==> config.mk <==
export PLATFORM = sky130hd
export DESIGN_NAME = matrix_keypad_scanner_unit
export DESIGN_NICKNAME = d
export VERILOG_FILES = /design/src/mkps_pkg.sv /design/src/mkps_scan_fsm.sv /design/src/matrix_keypad_scanner_unit.sv
export SDC_FILE = /design/constraint.sdc
export NUM_CORES = 1
export LEC_CHECK = 0
export BUFFER_PORTS_ARGS = -buffer_cell sky130_fd_sc_hd__buf_2
export CORE_MARGIN = 4
export CORE_UTILIZATION = 55
export CTS_BUF_LIST = sky130_fd_sc_hd__clkbuf_8
export DETAILED_ROUTE_END_ITERATION = 10
export PLACE_DENSITY_LB_ADDON = 0.25
export SLEW_MARGIN = 20
export SYNTH_ARGS = -nofsm -noshare
export SYNTH_HDL_FRONTEND = slang
export SYNTH_SLANG_ARGS = --single-unit
==> constraint.sdc <==
create_clock -name clock -period 2.68 [get_ports clock]
set_input_delay 0.536 -clock clock [delete_from_list [all_inputs] [get_ports clock]]
set_output_delay 0.536 -clock clock [all_outputs]
set_load 0.005 [all_outputs]
==> src/mkps_pkg.sv <==
// Shared types and constants for the 4x4 keypad matrix scanner.
// No dependencies; used by mkps_scan_fsm and matrix_keypad_scanner_unit.
`default_nettype none

package mkps_pkg;

   // Scan sequencer phases
   typedef enum logic [1:0] {
      PH_IDLE     = 2'd0,
      PH_DEBOUNCE = 2'd1,
      PH_SCAN     = 2'd2,
      PH_RELEASE  = 2'd3
   } phase_type;

   // Row order is row 4 first, then rows 1..3
   localparam logic [1:0] FIRST_ROW = 2'd3;
   localparam logic [1:0] LAST_ROW  = 2'd2;

   localparam int          DEBOUNCE_BITS  = 16;
   localparam logic [15:0] DEBOUNCE_RESET = 16'd5;

   localparam logic [3:0] ALL_ROWS = 4'hF;

   // One result item
   typedef struct packed {
      logic [3:0] row_drive;
      logic       key_ready;
      logic [4:0] key_code;
      logic       no_press;
   } rsp_type;

endpackage

`default_nettype wire

==> src/mkps_scan_fsm.sv <==
// Scan sequencer: phase, row, debounce counter and stored key code.
// Depends on mkps_pkg. Updates state on each fired item and gives its result.
`default_nettype none

module mkps_scan_fsm #(
   parameter int COUNT_BITS = 16
) (
   input  wire                   clock,
   input  wire                   reset,
   input  wire                   fire,
   input  wire [3:0]             column_lines,
   input  wire [15:0]            debounce_ticks,
   output mkps_pkg::rsp_type     result
);

   localparam int LIM_W = ((COUNT_BITS > mkps_pkg::DEBOUNCE_BITS) ?
                           COUNT_BITS : mkps_pkg::DEBOUNCE_BITS) + 1;

   mkps_pkg::phase_type   phase_ff, phase_in;
   logic [1:0]            row_ff, row_in;
   logic [COUNT_BITS-1:0] wait_ff, wait_in;
   logic [4:0]            key_ff, key_in;

   logic [LIM_W-1:0]      deb_ext;
   logic [LIM_W-1:0]      cnt_max;
   logic [COUNT_BITS-1:0] limit;
   logic                  hot_ok;
   logic [1:0]            hot_col;

   // Debounce limit saturated to the counter range
   always_comb begin
      deb_ext = {{(LIM_W-mkps_pkg::DEBOUNCE_BITS){1'b0}}, debounce_ticks};
      cnt_max = {{(LIM_W-COUNT_BITS){1'b0}}, {COUNT_BITS{1'b1}}};
      if (deb_ext > cnt_max) begin
         limit = {COUNT_BITS{1'b1}};
      end else begin
         limit = deb_ext[COUNT_BITS-1:0];
      end
   end

   // One-hot column decode
   always_comb begin
      hot_ok  = 1'b1;
      hot_col = 2'd0;
      case (column_lines)
         4'b0001: hot_col = 2'd0;
         4'b0010: hot_col = 2'd1;
         4'b0100: hot_col = 2'd2;
         4'b1000: hot_col = 2'd3;
         default: hot_ok  = 1'b0;
      endcase
   end

   // Next state and result
   always_comb begin
      phase_in         = phase_ff;
      row_in           = row_ff;
      wait_in          = wait_ff;
      key_in           = key_ff;
      result.key_ready = 1'b0;
      result.no_press  = 1'b0;
      case (phase_ff)
         mkps_pkg::PH_IDLE: begin
            if (column_lines != 4'd0) begin
               phase_in = mkps_pkg::PH_DEBOUNCE;
               wait_in  = '0;
            end
         end
         mkps_pkg::PH_DEBOUNCE: begin
            if (wait_ff < limit) begin
               wait_in = wait_ff + COUNT_BITS'(1);
            end else if (column_lines == 4'd0) begin
               result.no_press = 1'b1;
               phase_in        = mkps_pkg::PH_IDLE;
            end else begin
               row_in   = mkps_pkg::FIRST_ROW;
               phase_in = mkps_pkg::PH_SCAN;
            end
         end
         mkps_pkg::PH_SCAN: begin
            if (hot_ok) begin
               key_in = {1'b0, hot_col, row_ff} + 5'd1;
            end
            phase_in = mkps_pkg::PH_RELEASE;
         end
         default: begin
            if (column_lines == 4'd0) begin
               if (row_ff == mkps_pkg::LAST_ROW) begin
                  result.key_ready = 1'b1;
                  phase_in         = mkps_pkg::PH_IDLE;
               end else begin
                  row_in   = row_ff + 2'd1;
                  phase_in = mkps_pkg::PH_SCAN;
               end
            end
         end
      endcase
      if (phase_in == mkps_pkg::PH_SCAN || phase_in == mkps_pkg::PH_RELEASE) begin
         result.row_drive = 4'd1 << row_in;
      end else begin
         result.row_drive = mkps_pkg::ALL_ROWS;
      end
      result.key_code = key_in;
   end

   // State registers advance only on a fired item
   always_ff @(posedge clock) begin
      if (reset) begin
         phase_ff <= mkps_pkg::PH_IDLE;
         row_ff   <= 2'd0;
         wait_ff  <= '0;
         key_ff   <= 5'd0;
      end else if (fire) begin
         phase_ff <= phase_in;
         row_ff   <= row_in;
         wait_ff  <= wait_in;
         key_ff   <= key_in;
      end
   end

endmodule

`default_nettype wire

==> src/matrix_keypad_scanner_unit.sv <==
// Top level of the 4x4 keypad matrix scanner: input register, sequencer,
// result register and debounce register. Depends on mkps_pkg, mkps_scan_fsm.
//
//   channel  dir  ports                                        handshake
//   req      in   req_column_lines                             req_valid / req_stall
//   rsp      out  rsp_row_drive rsp_key_ready rsp_key_code     rsp_valid / rsp_stall
//                 rsp_no_press
//   csr      in   csr_wr_data (debounce_ticks)                 csr_wr_en
//
// One item per cycle sustained while rsp is not stalled; each item passes the input
// register, then the sequencer update into the result register.
// The result register moves when it is empty or its item is taken; a stall on
// rsp holds both registers and raises req_stall only while the input register
// is full. Synchronous reset empties both registers, idles the sequencer and
// sets debounce_ticks to 5.
`default_nettype none

module matrix_keypad_scanner_unit #(
   parameter int COUNT_BITS = 16
) (
   input  wire        clock,
   input  wire        reset,
   input  wire        req_valid,
   output logic       req_stall,
   input  wire [3:0]  req_column_lines,
   output logic       rsp_valid,
   input  wire        rsp_stall,
   output logic [3:0] rsp_row_drive,
   output logic       rsp_key_ready,
   output logic [4:0] rsp_key_code,
   output logic       rsp_no_press,
   input  wire        csr_wr_en,
   input  wire [15:0] csr_wr_data
);

   logic              in_valid_ff;
   logic [3:0]        in_cols_ff;
   logic              out_valid_ff;
   mkps_pkg::rsp_type out_ff;
   mkps_pkg::rsp_type result;
   logic [15:0]       debounce_ff;
   logic              out_free;
   logic              fire;

   // Pipeline flow
   assign out_free  = !out_valid_ff || !rsp_stall;
   assign fire      = in_valid_ff && out_free;
   assign req_stall = in_valid_ff && !out_free;

   // Debounce register
   always_ff @(posedge clock) begin
      if (reset) begin
         debounce_ff <= mkps_pkg::DEBOUNCE_RESET;
      end else if (csr_wr_en) begin
         debounce_ff <= csr_wr_data;
      end
   end

   // Input register
   always_ff @(posedge clock) begin
      if (reset) begin
         in_valid_ff <= 1'b0;
      end else if (!req_stall) begin
         in_valid_ff <= req_valid;
      end
   end

   always_ff @(posedge clock) begin
      if (!req_stall && req_valid) begin
         in_cols_ff <= req_column_lines;
      end
   end

   mkps_scan_fsm #(
      .COUNT_BITS (COUNT_BITS)
   ) u_scan (
      .clock          (clock),
      .reset          (reset),
      .fire           (fire),
      .column_lines   (in_cols_ff),
      .debounce_ticks (debounce_ff),
      .result         (result)
   );

   // Result register
   always_ff @(posedge clock) begin
      if (reset) begin
         out_valid_ff <= 1'b0;
      end else if (out_free) begin
         out_valid_ff <= in_valid_ff;
      end
   end

   always_ff @(posedge clock) begin
      if (fire) begin
         out_ff <= result;
      end
   end

   assign rsp_valid     = out_valid_ff;
   assign rsp_row_drive = out_ff.row_drive;
   assign rsp_key_ready = out_ff.key_ready;
   assign rsp_key_code  = out_ff.key_code;
   assign rsp_no_press  = out_ff.no_press;

   // Checks
   a_flags_exclusive: assert property (@(posedge clock) disable iff (reset)
      out_valid_ff |-> !(out_ff.key_ready && out_ff.no_press))
      else $error("key_ready and no_press together");

   a_row_drive_shape: assert property (@(posedge clock) disable iff (reset)
      out_valid_ff |-> (out_ff.row_drive == mkps_pkg::ALL_ROWS ||
                        $onehot(out_ff.row_drive)))
      else $error("row drive neither all rows nor one row");

   a_key_range: assert property (@(posedge clock) disable iff (reset)
      out_valid_ff |-> (out_ff.key_code <= 5'd16))
      else $error("key code out of range");

   a_ready_all_rows: assert property (@(posedge clock) disable iff (reset)
      (out_valid_ff && (out_ff.key_ready || out_ff.no_press)) |->
         (out_ff.row_drive == mkps_pkg::ALL_ROWS))
      else $error("scan end without all rows driven");

   a_held_result: assert property (@(posedge clock) disable iff (reset)
      (out_valid_ff && rsp_stall) |=> (out_valid_ff && $stable(out_ff)))
      else $error("stalled result changed");

endmodule

`default_nettype wire

Yosys cells after proc, flatten, opt, wreduce, memory -nomap -nowiden
Cells that the tools add are included.

Add/subtract/negate cells: 3. Order comparisons: 1. Equal/unequal tests: 11. Shift operators: 1. Mux-type cells: 20. Bitwise operators: 2. Reduce and logical (&&, ||, !) cells: 18.

Operators with widths (count): 16-bit 2-to-1 mux (2); 16-bit case mux with 2 select lines (1); 2-bit 2-to-1 mux (9); 16-bit by 1-bit adder with 16-bit output, second input constant (1); 16-bit less-than comparator (1); 2-bit case mux with 3 select lines (2); 5-bit 2-to-1 mux (2); 2-bit equality test, second input constant (4); 4-bit OR reduction (2); 4-bit by 1-bit adder with 5-bit output, second input constant (1); 4-bit by 1-bit equality test with 1-bit output, second input constant (1); 4-bit by 2-bit equality test with 1-bit output, second input constant (1); 4-bit by 3-bit equality test with 1-bit output, second input constant (1); 4-bit equality test, second input constant (1); 1-bit logical NOT (4); 4-bit logical NOT (1); 2-bit by 1-bit inequality test with 1-bit output, second input constant (2); 2-bit case mux with 2 select lines (1); 4-bit AND reduction (1); 4-bit nonzero test (1); 2-bit OR reduction (2); 1-bit by 2-bit << shifter with 4-bit output, first input constant (1); 1-bit logical AND (3); 1-bit 2-to-1 mux (3); other kinds (6) (8).

Flip-flop bits (word level): 58. Input bits: 25. Output and inout bits: 13.

Longest topological paths before layout
Depth in word-level cells: 6. Mapped depth: 9.

Modules after synthesis
Synthesis repeated with hierarchy kept, for this count alone.

Cells, all modules: 379. Area, all modules: 3342.0 um2.

By module, submodules not included: mkps_scan_fsm (times used 1, cells an instance 302, area an instance 2229.6 um2); matrix_keypad_scanner_unit (times used 1, cells an instance 77, area an instance 1112.3 um2).

Worst setup path before layout
Ideal clock, no wire load.

Path kind: register to register. Start: reg debounce_ff[13]. End: reg u_scan.wait_ff[14]. Setup time: 0.135 ns. Arrival time: 2.208 ns. Required time: 2.545 ns. Slack: 0.337 ns. Cell stages (with the launch flop): 10. Cell sequence: dfxtp_1 inv_1 ha_1 a21o_1 a21o_1 a2111oi_4 a31oi_2 clkbuf_1 o311ai_0 o41ai_1.

Longest elaborated chain between the ends: 3.

Ends and longest elaborated chain: start: declaration (line matrix_keypad_scanner_unit.sv:41) `logic [15:0] debounce_ff;`; start signal: assignment (line matrix_keypad_scanner_unit.sv:53) `debounce_ff <= mkps_pkg::DEBOUNCE_RESET;`; start signal: assignment (line matrix_keypad_scanner_unit.sv:55) `debounce_ff <= csr_wr_data;`; 16-bit less-than comparator (line mkps_scan_fsm.sv:70) `if (wait_ff < limit) begin`; 2-bit by 1-bit inequality test with 1-bit output (no line); 4-bit AND reduction (no line); end signal: assignment (line mkps_scan_fsm.sv:116) `wait_ff <= wait_in;`; end: declaration (line mkps_scan_fsm.sv:21) `logic [COUNT_BITS-1:0] wait_ff, wait_in;`.

Every way passes these cells. A chain may end at the register's enable or synchronous reset.

Worst setup path in the final report
Start: reg debounce_ff[15]. End: reg u_scan.wait_ff[4].

The elaborated chain is that of the path after synthesis.

==> run metrics <==
status complete, no violations; synthesis warning total 0; WL met2 3659 µm; Filler cells 470; Worst Path Required 2.95 ns; critical path, cell by cell inv_1 -> ha_1 -> nand4_1 -> nor3_1 -> a2111oi_4 -> a31oi_2 -> buf_4 -> or4_1 -> a21oi_1; DP Cell Count 449; Worst Tran Pin Value 0.5594 ns; Final ANT Viol Nets 0; crit path max-delay cell type or4_1; Max Clock Skew 0.01116 ns; Mapped Area 3217 µm²; RSZ-0062 raised after global routing false; worst-path maximum fanout 14; Finished Layout Cells 465; WP buf/inv 2; die area 7136 µm²; worst skew pair latency 0.34 ns; root buf cell clkbuf_8; Hold Vio Cnt, Final 0; Area Overhead vs Synth 15.32%; hold-fix buffer count after cts 0; CTS Buffer Depth 2; Pre-antenna DRT Iters 4; worst hold path depth 1; routed length per instance 15.47 µm; startpoint types flop; Top Metal Used met4; top_reg_cell synth dfxtp_1; Detailed Route WL 7193 µm; number of flops mapped to enable cells by yosys 15; initial antenna violation count 0; Tot GR Track Use 21.34%; Clk pin slew, worst setup/hold paths 0.07 ns; cell family with most CP delay simple AND/OR/NAND/NOR gates; Slew HR 62.46%; Synth Register Bits 58; fin util 66.55%; FF-to-FF path depth 9; Yosys top cell by area dfxtp_1; Area contributors post-synth dfxtp_1 (27%), edfxtp_1 (14%), ha_1 (8.9%); Final setup viols 0; Slew Limit Fails 0; CTS tree yes; final hold slack 0.3684 ns; Worst R2R Start debounce_ff[15]; sequential share of the synthesized area 40.76%; Peak VDD IR 0.3500 mV; most common cell in the netlist dfxtp_1; Initial Utilization 57.71%; Min-Delay Endpoint in_cols_ff[3]; min-delay worst type in -> reg; Vias per Instance 5.834; cells after synthesis 344; count of input and output buffers 37; most frequent cells after synthesis dfxtp_1 (43), nor2_1 (33), inv_1 (26), ha_1 (23); M1 WL 2988 µm; number of global-route vias before repair 2713; R2R Path End u_scan.wait_ff[4]; diode count 0; nets@finish 436; CORE AREA 5574 µm²; number of max-cap violations 0; fmax 0.3930 GHz; Power Dens Cells 535.1 nW/µm²; CTS sink cnt 58; CP endpoint kind flop; Die H 84.48 µm; Final min period 2.544 ns; Post-route DRC 0; row count 27; DR WL met3 351 µm; P_leak 1.531 nW; Mean Syn Cell Area 9.351 µm²; CP Data Arrival Time 2.81 ns; min-delay src req_column_lines[3]; Detail Placement HPWL 5199 µm; CP max stage delay 0.47 ns; layout cells sized above 1 20.61%; critical path class reg -> reg; share of the synthesized area in the top cell type 26.76%; first-pass GRT wire length 12290 µm; ys async rst share 0%; total global routing overflow 0; period utilisation layout 94.94%; largest net degree at the start of global routing 24; die extent in x 84.48 µm; DR iter-0 viols 145; via count 2713; gpl congestion 0.8425; I/O pin total 38; Mapped Nets 392; CTS Buf Count 9; flop2flop setup slack 0.14 ns; library cells used by synthesis 58; setup total negative slack 0 ns; H-tree levels 3
==> registers in the layout, indices dropped and copies added, names as in the netlist <==
register,flops
u_scan.key_ff,5
u_scan.phase_ff,2
u_scan.row_ff,2
rsp_row_drive,4
rsp_key_ready,1
rsp_valid,1
rsp_key_code,5
in_cols_ff,4
in_valid_ff,1
u_scan.wait_ff,16
debounce_ff,16
rsp_no_press,1
==> per-layer routing <==
| metal | up-vias | global-route usage [%] |
|---|---|---|
| met3 | 18 | 5.005 |
| met5 | - | 0 |
| met4 | 0 | 9.065 |
| li1 | 1350 | - |
| met1 | 1267 | 24.12 |
| met2 | 78 | 38.31 |
==> where the power goes <==
part / switching, mW / internal [mW] / leakage [nW]
clock network: 0.370 / 0.454 / 0.0988
logic: 0.123 / 0.0892 / 0.949
registers: 0.0192 / 0.929 / 0.483
total: 0.513 / 1.47 / 1.53
==> layout make-up <==
class / count / area [µm²] / area share [%]
multi-input combinational: 241 / 1718 / 46.31
sequential: 58 / 1311 / 35.35
timing repair buffer: 50 / 282.8 / 7.622
clock buffer: 10 / 137.6 / 3.710
inverter: 28 / 105.1 / 2.833
tap: 72 / 90.09 / 2.428
clock inverter: 6 / 65.06 / 1.754
==> layout by cell type (no fill, tap or decap), types with 10 or more instances in the layout <==
cell type and count:
dfxtp_1 43, buf_2 37, nor2_1 33, inv_1 26, ha_1 23, nand2_1 20
a21oi_1 20, mux2i_1 17, edfxtp_1 15, buf_4 13, nor3_1 11, nand3_1 10
clkbuf_8 10
==> metrics by stage <==
step | total power, mW | cell area [µm²] | setup WS, ns
detailed placement | 1.175 | 3502 | 0.1006
finish | 1.985 | 3710 | 0.1356
CTS | 1.998 | 3705 | 0.09337
global route | 2.070 | 3710 | 0.003787
floorplan | 1.111 | 3217 | 0.3365
global placement | 1.169 | 3502 | 0.1628
==> worst max-delay path by stage <==
| stage | to | start | depth (start not counted) | slack [ns] |
|---|---|---|---|---|
| 3_5_place_dp | rsp_row_drive[3] | debounce_ff[13] | 8 | 0.10 |
| 5_1_grt | rsp_row_drive[2] | debounce_ff[15] | 9 | 0.004 |
| 4_1_cts | rsp_row_drive[3] | debounce_ff[13] | 8 | 0.09 |
| 6_report | u_scan.wait_ff[4] | debounce_ff[15] | 9 | 0.14 |
| 3_3_place_gp | rsp_row_drive[3] | debounce_ff[13] | 8 | 0.16 |
| 2_1_floorplan | u_scan.wait_ff[14] | debounce_ff[13] | 9 | 0.34 |
==> logic make-up (layout without fill, tap and decap cells) <==
| group | count (synthesis) | in the layout | share of synthesized area [%] |
|---|---|---|---|
| and+or+nand+nor | 116 | 116 | 18.44 |
| AOI/OAI and AO/OA | 79 | 79 | 18.71 |
| DFF | 58 | 58 | 40.76 |
| buffers and inverters | 45 | 94 | 5.989 |
| adders and majority gates | 23 | 23 | 8.946 |
| muxes | 20 | 20 | 6.340 |
| xor gates and xnor gates | 3 | 3 | 0.8170 |
==> timing repair <==
action,in CTS,in global routing
setup endpoints to repair,0,9
hold endpoints to repair,0,0
setup buffers,0,0
resized for setup,0,3
No activity file was read; power rests on OpenSTA's default activity.
